[src/hw/rtl/msp_pkg.sv]
// shared types and constants for the mark slot pool
`default_nettype none
package msp_pkg;

    localparam int SLOT_COUNT_DEF = 128;

    // operation codes
    localparam logic [1:0] OP_ADD  = 2'd0;
    localparam logic [1:0] OP_TICK = 2'd1;
    localparam logic [1:0] OP_READ = 2'd2;
    localparam logic [1:0] OP_NONE = 2'd3;

    // register indexes
    localparam logic REG_TOLERANCE = 1'b0;
    localparam logic REG_FLOOR     = 1'b1;

    localparam logic [15:0] TOLERANCE_RESET = 16'd16;
    localparam logic [15:0] FLOOR_RESET     = 16'h1000;
    localparam logic [15:0] AGE_MAX         = 16'hFFFF;

    // one stored slot
    typedef struct packed {
        logic [15:0]        owner;
        logic [7:0]         mark_id;
        logic signed [19:0] pos_x;
        logic signed [19:0] pos_z;
        logic [15:0]        alpha;
        logic [15:0]        step;
        logic [15:0]        delay;
        logic [15:0]        age;
    } entry_t;

    // evaluation of one slot by the shared unit
    typedef struct packed {
        logic   same;
        logic   near;
        logic   active;
        logic   freed;
        entry_t aged;
    } slot_eval_t;

endpackage
`default_nettype wire

[src/hw/rtl/msp_slot_unit.sv]
// shared compare and fade unit, evaluates one slot per cycle
`default_nettype none
module msp_slot_unit (
    input  msp_pkg::entry_t     ent,
    input  logic                live,
    input  logic                fading,
    input  logic [15:0]         owner,
    input  logic [7:0]          mark_id,
    input  logic signed [19:0]  pos_x,
    input  logic signed [19:0]  pos_z,
    input  logic [15:0]         tolerance,
    input  logic [15:0]         floor_val,
    output msp_pkg::slot_eval_t ev
);

    logic signed [20:0] dx;
    logic signed [20:0] dz;
    logic [20:0]        adx;
    logic [20:0]        adz;
    logic [16:0]        need;
    logic               keep;

    // distance on both axes
    assign dx  = {ent.pos_x[19], ent.pos_x} - {pos_x[19], pos_x};
    assign dz  = {ent.pos_z[19], ent.pos_z} - {pos_z[19], pos_z};
    assign adx = dx[20] ? 21'(-dx) : 21'(dx);
    assign adz = dz[20] ? 21'(-dz) : 21'(dz);

    // alpha margin check without overflow
    assign need = {1'b0, ent.step} + {1'b0, floor_val};
    assign keep = {1'b0, ent.alpha} >= need;

    always_comb
    begin
        ev.same   = live && !fading && (ent.owner == owner) && (ent.mark_id == mark_id);
        ev.near   = (adx <= {5'b0, tolerance}) && (adz <= {5'b0, tolerance});
        ev.active = live && fading;
        ev.freed  = live && fading && (ent.delay == 16'd0) && !keep;
        ev.aged   = ent;
        if (ent.age != msp_pkg::AGE_MAX)
        begin
            ev.aged.age = ent.age + 16'd1;
        end
        if (ent.delay != 16'd0)
        begin
            ev.aged.delay = ent.delay - 16'd1;
        end
        else if (keep)
        begin
            ev.aged.alpha = ent.alpha - ent.step;
        end
    end

endmodule
`default_nettype wire

[config.mk]
export PLATFORM = sky130hd
export DESIGN_NAME = msp_slot_unit
export DESIGN_NICKNAME = d
export VERILOG_FILES = /design/src/hw/rtl/msp_pkg.sv /design/src/hw/rtl/msp_slot_unit.sv
export SDC_FILE = /design/constraint.sdc
export NUM_CORES = 1
export LEC_CHECK = 0
export BUFFER_PORTS_ARGS = -buffer_cell sky130_fd_sc_hd__buf_2
export CELL_PAD_IN_SITES_DETAIL_PLACEMENT = 1
export CELL_PAD_IN_SITES_GLOBAL_PLACEMENT = 1
export CORE_AREA = 3 3 160 162
export DETAILED_ROUTE_END_ITERATION = 7
export DIE_AREA = 0 0 163 165
export PLACE_DENSITY = 0.89
export SLEW_MARGIN = 10
export SYNTH_ARGS = -nofsm -noshare
export SYNTH_HDL_FRONTEND = slang
export SYNTH_SLANG_ARGS = --single-unit
[constraint.sdc]
create_clock -name vclk -period 6.18
set_input_delay 0.927 -clock vclk [all_inputs]
set_output_delay 0.927 -clock vclk [all_outputs]
set_load 0.05 [all_outputs]
==> metrics <==
nets@finish=1790; FF/Latch Area=0 um2; clock buf count=0; fin cells=1760; biggest area consumer among synthesized cells=ha_1; Placeable Area=24200 um2; Final period util=104%; worst slew pin tran=711 ps; Slew headroom=52.5%; Die Wd=163 um; vias per cell=5.16; GRT Total Usage=20.1%; Max-Cap Viols=0; hold slack final=2160 ps; Crit. End Element=output port; post-synthesis sequential area ratio=0%; Syn Std Cell Area=7260 um2; largest net degree at the start of global routing=12; hold_buf cts=0; die area=26900 um2; DRT iter0 DRCs=403; DRT Pass-1 Iters=4; outcome=finished, violations left; share of cells above drive strength 1=39.5%; chip height=165 um; Mapped Avg Cell Area=7.02 um2; initial core utilization=30.0%; Yosys warnings=0; Area Growth Syn to Fin=41.0%; CP Class=in -> out; final setup vio count=1; first-pass GRT wire length=45300 um; initial antenna violation count=2; CP max FO=5; final wirelength=30600 um; Power Dens Cells=136 nW/um2; row count=57; fmax=0.156 GHz; crit-path max cell delay=390 ps; Routed wire per std cell=17.4 um; seq_cells=0; Final Util=42.2%; unrepaired setup endpoints after global routing=true; Yosys cell types=76; Post-Syn Instances=1034; top post-synthesis cells by area=ha_1, buf_4, xnor2_1; routed vias=9089; Placed Cells=1729; GP Congestion=0.860; share of the synthesized area in the top cell type=21.4%; Buffers on Ports=358; Final WS setup=-234 ps; CP max stage cell=fa_2; most common cell in the netlist=ha_1; failing checks=negative setup slack; Worst EP required=5250 ps; post-DP HPWL=25600 um; Post-synth top cells=ha_1, inv_1, nor2_1; Hold Crit Class=in -> out; startpoint class of the critical path=primary input; Worst Path Arrival=5490 ps; IO Pins=358; Synthesized Nets=1388; IR drop worst, VDD=0.0000444 V; number of remaining DRC errors=0; Pins Over Slew Limit=0; vias in the first global route=9327; antenna viol nets, final=0; min Tclk post-route=6410 ps; dpl ws=-650 ps; leakage power=0.00532 uW; GRT Residual Overflow=0; endpoints failing hold=0
## worst paths after layout
check / depth (start not counted) / endpoint / startpoint
setup / recovery: 28 / ev[130] / ent[64]
hold / removal: 2 / ev[64] / ent[64]
## per-stage QoR
stage / power [uW] / TNS, ps / instance area [um2]
detailed placement: 1270 / -3230 / 9700
finish: 1400 / -234 / 10200
global placement: 1200 / -369 / 9700
CTS: 1320 / -14.2 / 9990
global route: 1520 / -810 / 10200
floorplan: 873 / -103 / 7350
## cells in the final DEF, fill, tap and decap left out, drive strengths merged, types with 10 or more instances in the layout
cell / n
nor4: 15
nor2: 92
nand2: 58
o21a: 13
a31oi: 13
nor3: 24
nand4: 19
inv: 102
nand3: 23
xnor2: 67
nor2b: 25
buf: 494
mux2: 13
o21bai: 11
ha: 124
o211ai: 10
xor2: 58
a21o: 25
o21ai: 54
a21oi: 68
## cell type report
class,count,area (um2)
multi-input cells,837,6500
diodes,2,5.00
fillers,3198,14000
well taps,324,405
repair buffers,495,2940
inverters,102,385
## layer usage
metal  up-vias  track usage [%]  wire length, um
met3        63             1.53             1430
met1      4361             25.1            12600
met4         0             5.54              880
met5         -                0                0
li1       4398                -                -
met2       267             36.9            15600
## where the power goes
group          switching [uW]  internal [uW]  leakage (uW)
combinational             815            580       0.00532
sequential                  0              0             0
clock                       0      0.0000434  0.0000000127
## logic make-up (layout without fill, tap and decap cells)
family / after synthesis / in the layout / synth area share [%]
xor gates and xnor gates: 125 / 125 / 15.1
and+or+nand+nor: 307 / 307 / 21.4
muxes: 18 / 18 / 2.70
other: 0 / 2 / 0
AOI/OAI and AO/OA: 259 / 259 / 23.8
buffers and inverters: 197 / 597 / 14.6
adders and majority gates: 128 / 128 / 22.5
## timing repair
item | in CTS | in global routing
pin swaps | 28 | 43
gates cloned | 1 | 0
setup buffers | 18 | 10
resized for setup | 34 | 50
endpoints found under the setup margin | 17 | 17
## worst max-delay path: cells and delay by family
kind	cells	cell delay (ps)
AND/OR/NAND/NOR	6	900
AO/OA/AOI/OAI	13	2020
buffers and inverters	5	630
XOR/XNOR	1	140
adder cells (fa/ha/maj)	3	870
(Power assumes the default switching activity.)
